**config.mk**
```make
export PLATFORM = sky130hd
export DESIGN_NAME = expression_token_scanner_flat
export DESIGN_NICKNAME = d
export VERILOG_FILES = /design/src/hw/rtl/ets_pkg.sv /design/src/hw/rtl/ets_in_if.sv /design/src/hw/rtl/ets_out_if.sv /design/src/hw/rtl/expression_token_scanner.sv /design/src/hw/rtl/ets_front.sv /design/src/hw/rtl/ets_queue.sv /design/src/hw/rtl/ets_back.sv /design/src/flat_wrapper.sv
export SDC_FILE = /design/constraint.sdc
export NUM_CORES = 1
export LEC_CHECK = 0
export CELL_PAD_IN_SITES_DETAIL_PLACEMENT = 1
export CELL_PAD_IN_SITES_GLOBAL_PLACEMENT = 2
export CORE_MARGIN = 3
export CORE_UTILIZATION = 44
export DETAILED_ROUTE_END_ITERATION = 8
export DONT_BUFFER_PORTS = 1
export PLACE_DENSITY_LB_ADDON = 0.1
export SLEW_MARGIN = 10
export SYNTH_ARGS = -nofsm -noshare
export SYNTH_HDL_FRONTEND = slang
export SYNTH_SLANG_ARGS = --single-unit
```
**constraint.sdc**
```tcl
create_clock -name clk_i -period 7.26 [get_ports clk_i]
set_input_delay 1.089 -clock clk_i [delete_from_list [all_inputs] [get_ports clk_i]]
set_output_delay 1.089 -clock clk_i [all_outputs]
set_load 0.005 [all_outputs]
```
**src/hw/rtl/ets_pkg.sv**
```systemverilog
// shared types and constants of the expression token scanner
package ets_pkg;

  localparam int unsigned OffsetBitsDef = 16;
  localparam int unsigned QueueDepthDef = 2;
  localparam int unsigned FieldW        = 16;

  typedef enum logic [3:0] {
    KIND_LPAREN = 4'd0,
    KIND_RPAREN = 4'd1,
    KIND_PLUS   = 4'd2,
    KIND_MINUS  = 4'd3,
    KIND_STAR   = 4'd4,
    KIND_SLASH  = 4'd5,
    KIND_EQUAL  = 4'd6,
    KIND_NUMBER = 4'd7,
    KIND_IDENT  = 4'd8,
    KIND_END    = 4'd9
  } kind_e;

  typedef enum logic [3:0] {
    MODE_IDLE  = 4'b0001,
    MODE_INT   = 4'b0010,
    MODE_FRAC  = 4'b0100,
    MODE_IDENT = 4'b1000
  } mode_e;

  typedef struct packed {
    kind_e             kind;
    logic [FieldW-1:0] offset;
    logic [FieldW-1:0] length;
    logic              run_last;
    logic              stream_done;
  } token_t;

  typedef struct packed {
    token_t first;
    token_t second;
    logic   two;
  } entry_t;

  typedef struct packed {
    logic full;
    logic empty;
  } q_status_t;

endpackage

```
**src/hw/rtl/ets_in_if.sv**
```systemverilog
// byte channel into the scanner
interface ets_in_if;
  logic       valid;
  logic       ready;
  logic [7:0] char_code;
  logic       final_byte;

  modport source(output valid, char_code, final_byte, input ready);
  modport sink(input valid, char_code, final_byte, output ready);
endinterface

```
**src/hw/rtl/ets_out_if.sv**
```systemverilog
// token channel out of the scanner
interface ets_out_if;
  logic        valid;
  logic        ready;
  logic [3:0]  token_kind;
  logic [15:0] token_offset;
  logic [15:0] token_length;
  logic        run_last;
  logic        stream_done;

  modport source(output valid, token_kind, token_offset, token_length, run_last, stream_done,
                 input ready);
  modport sink(input valid, token_kind, token_offset, token_length, run_last, stream_done,
               output ready);
endinterface

```
**src/hw/rtl/expression_token_scanner.sv**
```systemverilog
// top level of the expression token scanner
// a byte's tokens enter the entry queue when it is transferred; the back end offers the head
// throughput: one byte per cycle in while the queue is not full; one token per cycle out while the
// receiver is ready; the entry queue absorbs the extra output of a byte closing two tokens
// reset: asynchronous active low, clears scan mode, token start, byte position and the queue
module expression_token_scanner #(
  parameter int unsigned OffsetBits = ets_pkg::OffsetBitsDef,
  parameter int unsigned QueueDepth = ets_pkg::QueueDepthDef
) (
  input  logic      clk_i,
  input  logic      rst_ni,
  ets_in_if.sink    byte_i,
  ets_out_if.source token_o
);

  logic               push, pop;
  ets_pkg::entry_t    push_data, head;
  ets_pkg::q_status_t status;

  ets_front #(
    .OffsetBits(OffsetBits)
  ) u_front (
    .clk_i      (clk_i),
    .rst_ni     (rst_ni),
    .byte_i     (byte_i),
    .q_status_i (status),
    .push_o     (push),
    .entry_o    (push_data)
  );

  ets_queue #(
    .Depth(QueueDepth)
  ) u_queue (
    .clk_i       (clk_i),
    .rst_ni      (rst_ni),
    .push_i      (push),
    .push_data_i (push_data),
    .pop_i       (pop),
    .head_o      (head),
    .status_o    (status)
  );

  ets_back u_back (
    .clk_i    (clk_i),
    .rst_ni   (rst_ni),
    .head_i   (head),
    .status_i (status),
    .pop_o    (pop),
    .token_o  (token_o)
  );

endmodule

```
**src/hw/rtl/ets_front.sv**
```systemverilog
// byte classification, scan state and token building
module ets_front #(
  parameter int unsigned OffsetBits = ets_pkg::OffsetBitsDef
) (
  input  logic                clk_i,
  input  logic                rst_ni,
  ets_in_if.sink              byte_i,
  input  ets_pkg::q_status_t  q_status_i,
  output logic                push_o,
  output ets_pkg::entry_t     entry_o
);

  localparam int unsigned WideW = (OffsetBits > ets_pkg::FieldW) ? OffsetBits : ets_pkg::FieldW;
  localparam logic [OffsetBits-1:0] PosMax = {OffsetBits{1'b1}};

  localparam logic [7:0] ChLparen = 8'h28;
  localparam logic [7:0] ChRparen = 8'h29;
  localparam logic [7:0] ChPlus   = 8'h2b;
  localparam logic [7:0] ChMinus  = 8'h2d;
  localparam logic [7:0] ChStar   = 8'h2a;
  localparam logic [7:0] ChSlash  = 8'h2f;
  localparam logic [7:0] ChEqual  = 8'h3d;
  localparam logic [7:0] ChDot    = 8'h2e;

  function automatic logic [ets_pkg::FieldW-1:0] clip(input logic [OffsetBits-1:0] v);
    logic [WideW-1:0] w;
    w = WideW'(v);
    clip = (w > WideW'({ets_pkg::FieldW{1'b1}})) ? {ets_pkg::FieldW{1'b1}}
                                                 : w[ets_pkg::FieldW-1:0];
  endfunction

  ets_pkg::mode_e          mode_q, mode_d, mode_b;
  logic [OffsetBits-1:0]   start_q, start_d, start_b;
  logic [OffsetBits-1:0]   pos_q, pos_d, nxt;
  logic                    accept, fin;
  logic                    is_dig, is_let, is_op, cont;
  ets_pkg::kind_e          op_kind;
  logic                    e_pend, e_op, e_fin, e_end;
  ets_pkg::token_t         t_pend, t_op, t_fin, t_end, s0, s1;
  logic                    two, any;

  assign byte_i.ready = !q_status_i.full;
  assign accept       = byte_i.valid && byte_i.ready;
  assign fin          = byte_i.final_byte;

  always_comb begin
    is_dig  = (byte_i.char_code >= 8'h30) && (byte_i.char_code <= 8'h39);
    is_let  = ((byte_i.char_code >= 8'h61) && (byte_i.char_code <= 8'h7a)) ||
              ((byte_i.char_code >= 8'h41) && (byte_i.char_code <= 8'h5a));
    is_op   = 1'b1;
    op_kind = ets_pkg::KIND_LPAREN;
    unique case (byte_i.char_code)
      ChLparen: op_kind = ets_pkg::KIND_LPAREN;
      ChRparen: op_kind = ets_pkg::KIND_RPAREN;
      ChPlus:   op_kind = ets_pkg::KIND_PLUS;
      ChMinus:  op_kind = ets_pkg::KIND_MINUS;
      ChStar:   op_kind = ets_pkg::KIND_STAR;
      ChSlash:  op_kind = ets_pkg::KIND_SLASH;
      ChEqual:  op_kind = ets_pkg::KIND_EQUAL;
      default:  is_op = 1'b0;
    endcase
  end

  always_comb begin
    nxt    = (pos_q == PosMax) ? pos_q : pos_q + 1'b1;
    cont   = 1'b0;
    mode_b = mode_q;
    unique case (mode_q)
      ets_pkg::MODE_INT: begin
        cont = is_dig || (byte_i.char_code == ChDot);
        if (byte_i.char_code == ChDot) begin
          mode_b = ets_pkg::MODE_FRAC;
        end
      end
      ets_pkg::MODE_FRAC:  cont = is_dig;
      ets_pkg::MODE_IDENT: cont = is_dig || is_let;
      default:             cont = 1'b0;
    endcase
    start_b = start_q;
    e_pend  = !cont && (mode_q != ets_pkg::MODE_IDLE);
    e_op    = !cont && is_op;
    if (!cont) begin
      mode_b = ets_pkg::MODE_IDLE;
      if (!is_op && is_dig) begin
        mode_b  = ets_pkg::MODE_INT;
        start_b = pos_q;
      end else if (!is_op && is_let) begin
        mode_b  = ets_pkg::MODE_IDENT;
        start_b = pos_q;
      end
    end
    e_fin = fin && (mode_b != ets_pkg::MODE_IDLE);
    e_end = fin && !e_pend && !e_op && !e_fin;

    t_pend.kind        = (mode_q == ets_pkg::MODE_IDENT) ? ets_pkg::KIND_IDENT
                                                         : ets_pkg::KIND_NUMBER;
    t_pend.offset      = clip(start_q);
    t_pend.length      = clip(pos_q - start_q);
    t_pend.run_last    = 1'b0;
    t_pend.stream_done = 1'b0;

    t_op.kind          = op_kind;
    t_op.offset        = clip(pos_q);
    t_op.length        = ets_pkg::FieldW'(1);
    t_op.run_last      = 1'b1;
    t_op.stream_done   = fin;

    t_fin.kind         = (mode_b == ets_pkg::MODE_IDENT) ? ets_pkg::KIND_IDENT
                                                         : ets_pkg::KIND_NUMBER;
    t_fin.offset       = clip(start_b);
    t_fin.length       = clip(nxt - start_b);
    t_fin.run_last     = 1'b1;
    t_fin.stream_done  = 1'b1;

    t_end.kind         = ets_pkg::KIND_END;
    t_end.offset       = clip(nxt);
    t_end.length       = '0;
    t_end.run_last     = 1'b1;
    t_end.stream_done  = 1'b1;

    two = e_pend && (e_op || e_fin);
    any = e_pend || e_op || e_fin || e_end;

    if (e_pend) begin
      s0 = t_pend;
    end else if (e_op) begin
      s0 = t_op;
    end else if (e_fin) begin
      s0 = t_fin;
    end else begin
      s0 = t_end;
    end
    s1 = e_op ? t_op : t_fin;
    if (!two) begin
      s0.run_last    = 1'b1;
      s0.stream_done = fin;
    end
  end

  assign entry_o.first  = s0;
  assign entry_o.second = s1;
  assign entry_o.two    = two;
  assign push_o         = accept && any;

  always_comb begin
    mode_d  = mode_q;
    start_d = start_q;
    pos_d   = pos_q;
    if (accept) begin
      if (fin) begin
        mode_d  = ets_pkg::MODE_IDLE;
        start_d = '0;
        pos_d   = '0;
      end else begin
        mode_d  = mode_b;
        start_d = start_b;
        pos_d   = nxt;
      end
    end
  end

  always_ff @(posedge clk_i or negedge rst_ni) begin
    if (!rst_ni) begin
      mode_q  <= ets_pkg::MODE_IDLE;
      start_q <= '0;
      pos_q   <= '0;
    end else begin
      mode_q  <= mode_d;
      start_q <= start_d;
      pos_q   <= pos_d;
    end
  end

  a_fin_resets: assert property (@(posedge clk_i) disable iff (!rst_ni)
    accept && fin |=> (pos_q == '0) && (mode_q == ets_pkg::MODE_IDLE))
    else $error("scan state not cleared after final byte");

  a_pos_steps: assert property (@(posedge clk_i) disable iff (!rst_ni)
    accept && !fin && (pos_q != PosMax) |=> pos_q == $past(pos_q) + 1'b1)
    else $error("byte position did not advance");

  a_fin_emits: assert property (@(posedge clk_i) disable iff (!rst_ni)
    accept && fin |-> push_o && (two ? entry_o.second.stream_done : entry_o.first.stream_done))
    else $error("final byte produced no closing token");

endmodule

```
**src/hw/rtl/ets_queue.sv**
```systemverilog
// short token queue between front and back
module ets_queue #(
  parameter int unsigned Depth = ets_pkg::QueueDepthDef
) (
  input  logic               clk_i,
  input  logic               rst_ni,
  input  logic               push_i,
  input  ets_pkg::entry_t    push_data_i,
  input  logic               pop_i,
  output ets_pkg::entry_t    head_o,
  output ets_pkg::q_status_t status_o
);

  localparam int unsigned PtrW = (Depth > 1) ? $clog2(Depth) : 1;
  localparam int unsigned CntW = $clog2(Depth + 1);

  ets_pkg::entry_t mem_q [Depth];
  logic [PtrW-1:0] wr_q, wr_d, rd_q, rd_d;
  logic [CntW-1:0] cnt_q, cnt_d;
  logic            do_push, do_pop;

  assign status_o.full  = (cnt_q == CntW'(Depth));
  assign status_o.empty = (cnt_q == '0);
  assign do_push        = push_i && !status_o.full;
  assign do_pop         = pop_i && !status_o.empty;
  assign head_o         = mem_q[rd_q];

  always_comb begin
    wr_d  = wr_q;
    rd_d  = rd_q;
    cnt_d = cnt_q;
    if (do_push) begin
      wr_d = (wr_q == PtrW'(Depth - 1)) ? '0 : wr_q + 1'b1;
    end
    if (do_pop) begin
      rd_d = (rd_q == PtrW'(Depth - 1)) ? '0 : rd_q + 1'b1;
    end
    if (do_push && !do_pop) begin
      cnt_d = cnt_q + 1'b1;
    end else if (do_pop && !do_push) begin
      cnt_d = cnt_q - 1'b1;
    end
  end

  always_ff @(posedge clk_i) begin
    if (do_push) begin
      mem_q[wr_q] <= push_data_i;
    end
  end

  always_ff @(posedge clk_i or negedge rst_ni) begin
    if (!rst_ni) begin
      wr_q  <= '0;
      rd_q  <= '0;
      cnt_q <= '0;
    end else begin
      wr_q  <= wr_d;
      rd_q  <= rd_d;
      cnt_q <= cnt_d;
    end
  end

endmodule

```
**src/hw/rtl/ets_back.sv**
```systemverilog
// serialises queued token pairs onto the output channel
module ets_back (
  input  logic               clk_i,
  input  logic               rst_ni,
  input  ets_pkg::entry_t    head_i,
  input  ets_pkg::q_status_t status_i,
  output logic               pop_o,
  ets_out_if.source          token_o
);

  logic            sel_q, sel_d;
  logic            xfer;
  ets_pkg::token_t cur;

  assign cur                  = sel_q ? head_i.second : head_i.first;
  assign token_o.valid        = !status_i.empty;
  assign token_o.token_kind   = cur.kind;
  assign token_o.token_offset = cur.offset;
  assign token_o.token_length = cur.length;
  assign token_o.run_last     = cur.run_last;
  assign token_o.stream_done  = cur.stream_done;

  assign xfer  = token_o.valid && token_o.ready;
  assign pop_o = xfer && (sel_q || !head_i.two);
  assign sel_d = xfer ? (head_i.two && !sel_q) : sel_q;

  always_ff @(posedge clk_i or negedge rst_ni) begin
    if (!rst_ni) begin
      sel_q <= 1'b0;
    end else begin
      sel_q <= sel_d;
    end
  end

endmodule

```
**src/flat_wrapper.sv**
```systemverilog
// flat-port wrapper written by rule: the top's interface ports become plain ports
module expression_token_scanner_flat 
#(
  parameter int unsigned OffsetBits = ets_pkg::OffsetBitsDef,
  parameter int unsigned QueueDepth = ets_pkg::QueueDepthDef
)
  (clk_i, rst_ni, byte_i_valid, byte_i_char_code, byte_i_final_byte, byte_i_ready, token_o_valid, token_o_token_kind, token_o_token_offset, token_o_token_length, token_o_run_last, token_o_stream_done, token_o_ready);
  ets_in_if byte_i_i ();
  ets_out_if token_o_i ();
  input  logic clk_i;
  input  logic rst_ni;
  input wire logic [$bits(byte_i_i.valid)-1:0] byte_i_valid;
  input wire logic [$bits(byte_i_i.char_code)-1:0] byte_i_char_code;
  input wire logic [$bits(byte_i_i.final_byte)-1:0] byte_i_final_byte;
  output wire logic [$bits(byte_i_i.ready)-1:0] byte_i_ready;
  output wire logic [$bits(token_o_i.valid)-1:0] token_o_valid;
  output wire logic [$bits(token_o_i.token_kind)-1:0] token_o_token_kind;
  output wire logic [$bits(token_o_i.token_offset)-1:0] token_o_token_offset;
  output wire logic [$bits(token_o_i.token_length)-1:0] token_o_token_length;
  output wire logic [$bits(token_o_i.run_last)-1:0] token_o_run_last;
  output wire logic [$bits(token_o_i.stream_done)-1:0] token_o_stream_done;
  input wire logic [$bits(token_o_i.ready)-1:0] token_o_ready;
  assign byte_i_i.valid = byte_i_valid;
  assign byte_i_i.char_code = byte_i_char_code;
  assign byte_i_i.final_byte = byte_i_final_byte;
  assign byte_i_ready = byte_i_i.ready;
  assign token_o_valid = token_o_i.valid;
  assign token_o_token_kind = token_o_i.token_kind;
  assign token_o_token_offset = token_o_i.token_offset;
  assign token_o_token_length = token_o_i.token_length;
  assign token_o_run_last = token_o_i.run_last;
  assign token_o_stream_done = token_o_i.stream_done;
  assign token_o_i.ready = token_o_ready;
  expression_token_scanner #(.OffsetBits(OffsetBits), .QueueDepth(QueueDepth)) u_core (.clk_i(clk_i), .rst_ni(rst_ni), .byte_i(byte_i_i), .token_o(token_o_i));
endmodule
```
## Word level (Yosys, flattened, before mapping)

Memories as Yosys holds them, arrays and structs flattened.
Index checks and enable logic that the tools add are counted.

| storage, ports and cells | value |
|---|---|
| memories kept | 1 |
| bits in writable memories | 154 |
| logic and storage cells | 121 |
| flip-flop bits (word level) | 41 |
| output and inout port bits | 40 |

Memories:

| name | words | bits a word | read ports | clocked after memory_dff | write ports | line | text |
|---|---|---|---|---|---|---|---|
| u_core.u_queue.mem_q | 2 | 77 | 1 | 0 | 1 | ets_queue.sv:17 | `ets_pkg::entry_t mem_q [Depth];` |

| operators by class | value |
|---|---|
| eq/ne operators | 16 |
| muxes and demuxes | 35 |
| reduce and logical (&&, ||, !) cells | 43 |
| magnitude comparators | 12 |
| add/sub/neg operators | 7 |

Operators with widths:

| kind | number |
|---|---|
| $mux W16 | 12 |
| $mux W38 | 5 |
| $gt A16 B16 Y1 const B | 6 |
| $eq A8 B6 Y1 const B | 8 |
| $mux W4 | 8 |
| $sub A16 B16 Y16 | 2 |
| $logic_and A1 B1 Y1 | 21 |
| $pmux W3 S6 | 1 |
| $add A16 B1 Y16 const B | 1 |
| $eq A16 B16 Y1 const B | 1 |
| $ge A8 B7 Y1 const B | 2 |
| $le A8 B7 Y1 const B | 2 |
| $logic_not A1 Y1 | 11 |
| $eq A4 B4 Y1 const B | 2 |
| $ge A8 B6 Y1 const B | 1 |
| $le A8 B6 Y1 const B | 1 |
| $logic_or A1 B1 Y1 | 8 |
| $ne A4 B1 Y1 const B | 2 |
| $reduce_or A7 Y1 | 1 |
| $mux W2 | 3 |
| $mux W1 | 5 |
| $eq A4 B2 Y1 const B | 1 |
| $eq A4 B3 Y1 const B | 1 |
| $pmux W1 S3 | 1 |
| 6 further kinds | 7 |

## Logic depth before layout (Yosys ltp)

| logic depth | value |
|---|---|
| word-level depth | 19 |
| gate-level depth with buffers | 21 |
| mapped depth without buffers | 18 |

## Modules after synthesis

A second synthesis with hierarchy kept.

| second synthesis, totals | value |
|---|---|
| cells, all modules | 984 |
| area total of the unflattened synthesis | 11157.0 um2 |

Modules (own cells, without submodules):

| module | cells an instance | area each (um2) | instances |
|---|---|---|---|
| ets_queue | 259 | 5833.1 | 1 |
| ets_front | 677 | 4807.1 | 1 |
| ets_back | 48 | 516.7 | 1 |

## Worst setup path after synthesis

Ideal clock, no wire load.

| timing | value |
|---|---|
| path type | input -> register |
| from | in byte_i_char_code[4] |
| to | mem u_core.u_queue.mem_q[0][0] (netlist bit) (enable) |
| buffers on the path | 2 |
| arrival | 5.942 ns |
| data required time | 6.749 ns |
| path slack | 0.807 ns |
| library setup time | 0.511 ns |
| stages on the path | 10 |
| path through | clkbuf_1 nand2_1 o2bb2ai_1 o21ai_1 clkbuf_1 nand2_1 a21oi_1 a31oi_1 o31ai_1 nor2_1 |

| on the way | value |
|---|---|
| word-level cells in the longest chain between the ends | 17 |

RTL lines:

| element | line | text |
|---|---|---|
| from (decl) | flat_wrapper.sv:13 | `input wire logic [$bits(byte_i_i.char_code)-1:0] byte_i_char_code;` |
| branches (longest 12 deep; another with $ge A8 B7 Y1) | n/a |  |
| $logic_or A1 B1 Y1 * | ets_front.sv:122 | `any = e_pend \|\| e_op \|\| e_fin \|\| e_end;` |
| $logic_and A1 B1 Y1 * | ets_front.sv:143 | `assign push_o = accept && any;` |
| $logic_and A1 B1 Y1 * | ets_queue.sv:24 | `assign do_push = push_i && !status_o.full;` |
| $mux W1 * | ets_queue.sv:46 | `if (do_push) begin` |
| $mux W1 (not written as such) * | ets_queue.sv:47 | `mem_q[wr_q] <= push_data_i;` |
| to (decl) | ets_queue.sv:17 |  |

Mark *: on every way between the ends.

==> results.yml <==
cells_and_area:
  syn_to_final_growth_pct: 8.345
  multiInputGateArea_sq_um: 4736
  design_area_sq_um: 11580
  drive_gt1_share_pct: 12.99
  layout.cells.non_filler: 1235
  antennaDiodeCount: 0
  layout.area.seq_sq_um: 5594
  fillers: 2537
  post-route-util_pct: 48.91
  fin_nets: 943
setup_path:
  startpoint_type: "input pin"
  cp_top_family: "compound AO/OA/AOI/OAI gates"
  r2r_cells: 17
  crit_chain: "nand4bb_1, nor4_4, o211ai_1, buf_4, nand2_2, o21ai_0, ha_1, maj3_2, a311oi_2, nand4_1, a211oi_1, o211ai_1, a21boi_1, nor3_1, o31ai_1"
  worstSetupPathType: "in2reg"
  end_kind: "register"
  crit_required_ns: 7.49
  crit_top_cell: "o211ai_1"
  crit_arrival_ns: 5.21
  worst_path_largest_cell_delay_ns: 0.47
  cp.depth: 15
  r2r_slack_ns: 2.31
  worst-path-max-fanout: 15
  critPathSlowestCell: "nor4_4"
  crit_buf_inv: 1
pwr:
  cellPowerDensity_nw_per_um2: 417.5
  power_leakage_nw: 4.127
  ir_drop_mv: 0.3266
grt:
  first_global_vias: 8142
  grt_use_total_pct: 24.76
  antenna_found_initial: 0
  overflow: 0
  grt_pass1_wl_um: 49330
  grt_max_degree: 77
logic_synthesis:
  yosys_warnings: 0
  synth_nets: 971
  synth-async-reset-ratio_pct: 21.24
  synth.avg_cell_area_sq_um: 11.48
  synth-edff-count: 152
  netlist_instances: 931
  ys_seq_area_share_pct: 52.31
  synthFlopType: "edfxtp_1"
  ys_seq_elements: 193
  syn-cell-area_sq_um: 10690
  synth.distinct_cells: 81
timing:
  setup_ws_ns: 2.276
  worst_slew_pin_slew_ns: 1.228
  clock_skew_ns: 0.01676
  fmax_mhz: 200.7
  finalSetupViolCount: 0
  hold_viol: 0
  setup_tns_ns: 0
  rsz0062_at_grt: "no"
  timing.final.crit_share_pct: 68.64
  drv_slew: 0
  period_minus_slack_ns: 4.984
  relSlewSlack_pct: 17.80
floorplan:
  rows: 56
  die_x_um: 161.9
  die_area_sq_um: 26200
  core_area_sq_um: 23680
  die_y_um: 161.9
  io_pins: 53
  initial_core_util_pct: 45.14
route:
  via_per_inst: 6.352
  drt_first_pass_iters: 5
  first_iter_violations: 760
  drc: 0
  wl_per_cell_um: 25.92
  ant_nets: 0
  wl_um: 32020
  vias: 7845
place:
  dp.cells: 1203
  place_ws_ns: 1.922
  portBuffers: 0
  placed_area_sq_um: 10970
  dpl.hpwl_um: 22180
  place_congestion: 0.9576
clock_tree:
  cts_setup_buffers: 0
  clk_pin_slew_ns: 0.08
  cts_buffer_depth: 2
  insertion_delay_ns: 0.45
  ctsHoldBuffers: 0
  cts_root_buf: "clkbuf_16"
  cts_resized: 0
  clkSinkCount: 193
  cts_buffers: 17
  cts_tree: "built"
  htree_levels: 4
flow_run:
  max_cap_viol_count: 0
run_status:
  outcome: "finished clean"
worst_hold_path:
  min_path_type: "in2async"
[report_power, final]
group | switching (mW) | internal [mW]
sequential | 0.180 | 1.63
clock | 0.503 | 0.473
combinational | 1.27 | 0.783
[final timing paths]
kind	from	end
min in group clk_i	u_core.u_queue.cnt_q[1]	u_core.u_queue.cnt_q[1]
hold reg to reg	u_core.u_queue.cnt_q[1]	u_core.u_queue.cnt_q[1]
hold / removal	rst_ni	u_core.u_back.sel_q
max in group asynchronous	rst_ni	u_core.u_front.mode_q[0]
setup / recovery	byte_i_char_code[6]	u_core.u_queue.mem_q[1][52]
setup reg to reg	u_core.u_front.pos_q[1]	u_core.u_queue.mem_q[1][56]
[cells in the final DEF, fill, tap and decap left out, types with 5 or more instances in the layout]
cell type and count:
and2_1 10, mux2_2 5, o211ai_1 9, inv_1 39
inv_6 5, nand2b_1 6, and3_1 8, mux4_2 37
a31oi_1 9, xor2_1 18, clkinv_8 5, edfxtp_1 152
a21o_1 10, a21boi_0 5, buf_4 13, nor2_1 87
nor3_1 24, nand3b_1 7, a22o_1 6, dfrtp_1 38
clkbuf_16 17, ha_1 26, o21a_1 6, o31ai_1 9
or3_1 5, o21ai_0 52, a21oi_1 68, nand3_1 14
nand2_1 62, mux2i_1 5, o22ai_1 29, xnor2_1 26
o32ai_1 7, a211oi_1 9
[registers in the layout, indices dropped and copies added, names as in the netlist]
register	cells
u_core.u_front.start_q	16
u_core.u_back.sel_q	1
u_core.u_queue.mem_q	152
u_core.u_queue.wr_q	1
u_core.u_queue.rd_q	1
u_core.u_front.mode_q	4
u_core.u_front.pos_q	16
u_core.u_queue.cnt_q	2
[kinds of logic (layout without fill, tap and decap cells)]
family | Yosys count | in the layout | synth area share [%]
xor gates and xnor gates | 44 | 44 | 3.605
adders and majority gates | 28 | 28 | 3.336
buffers and inverters | 99 | 84 | 3.710
and+or+nand+nor | 258 | 258 | 12.13
AOI/OAI and AO/OA | 262 | 262 | 16.13
muxes | 47 | 47 | 8.790
DFF | 193 | 193 | 52.31
[final cells by class]
type	count	area share [%]
Clock inverter	14	1.556
Multi-Input combinational cell	639	40.89
Clock buffer	18	3.705
Timing Repair Buffer	13	0.8426
Inverter	39	1.264
Sequential cell	193	48.30
Tap cell	319	3.446
[layer usage]
layer / global-route usage (%) / part of all wire (%) / vias up
met5: 0 / 0 / -
met3: 4.412 / 5.8 / 31
li1: - / - / 3505
met4: 6.359 / 1.4 / 0
met2: 37.79 / 46 / 223
met1: 36.88 / 47 / 4086
[per-stage QoR]
stage | total power [mW] | hold WS, ns
2_1_floorplan | 3.250 | 0.4566
3_3_place_gp | 3.766 | 0.4713
3_5_place_dp | 3.865 | 0.4910
4_1_cts | 4.857 | 0.3175
5_1_grt | 5.116 | 0.3062
6_report | 4.836 | 0.3321
[cell usage after synthesis (7+ instances only)]
library cell	n	area, sq um
nand2_1	62	232.7
o211ai_1	9	67.56
and3_1	8	50.05
a211oi_1	9	67.56
a21o_1	10	75.07
xor2_1	18	157.7
nor2_1	88	330.3
inv_1	39	146.4
and2_1	11	68.82
clkbuf_1	39	146.4
ha_1	26	325.3
dfrtp_1	40	1001
nand3_1	14	70.07
o31ai_1	9	67.56
o21ai_0	52	260.3
o32ai_1	7	61.31
a21oi_1	68	340.3
nor3_1	24	120.1
a31oi_1	10	62.56
buf_2	14	70.07
mux4_2	37	833.3
edfxtp_1	152	4564
xnor2_1	26	227.7
o22ai_1	29	181.4
nand3b_1	7	52.55
No activity file was read; power rests on OpenSTA's default activity.
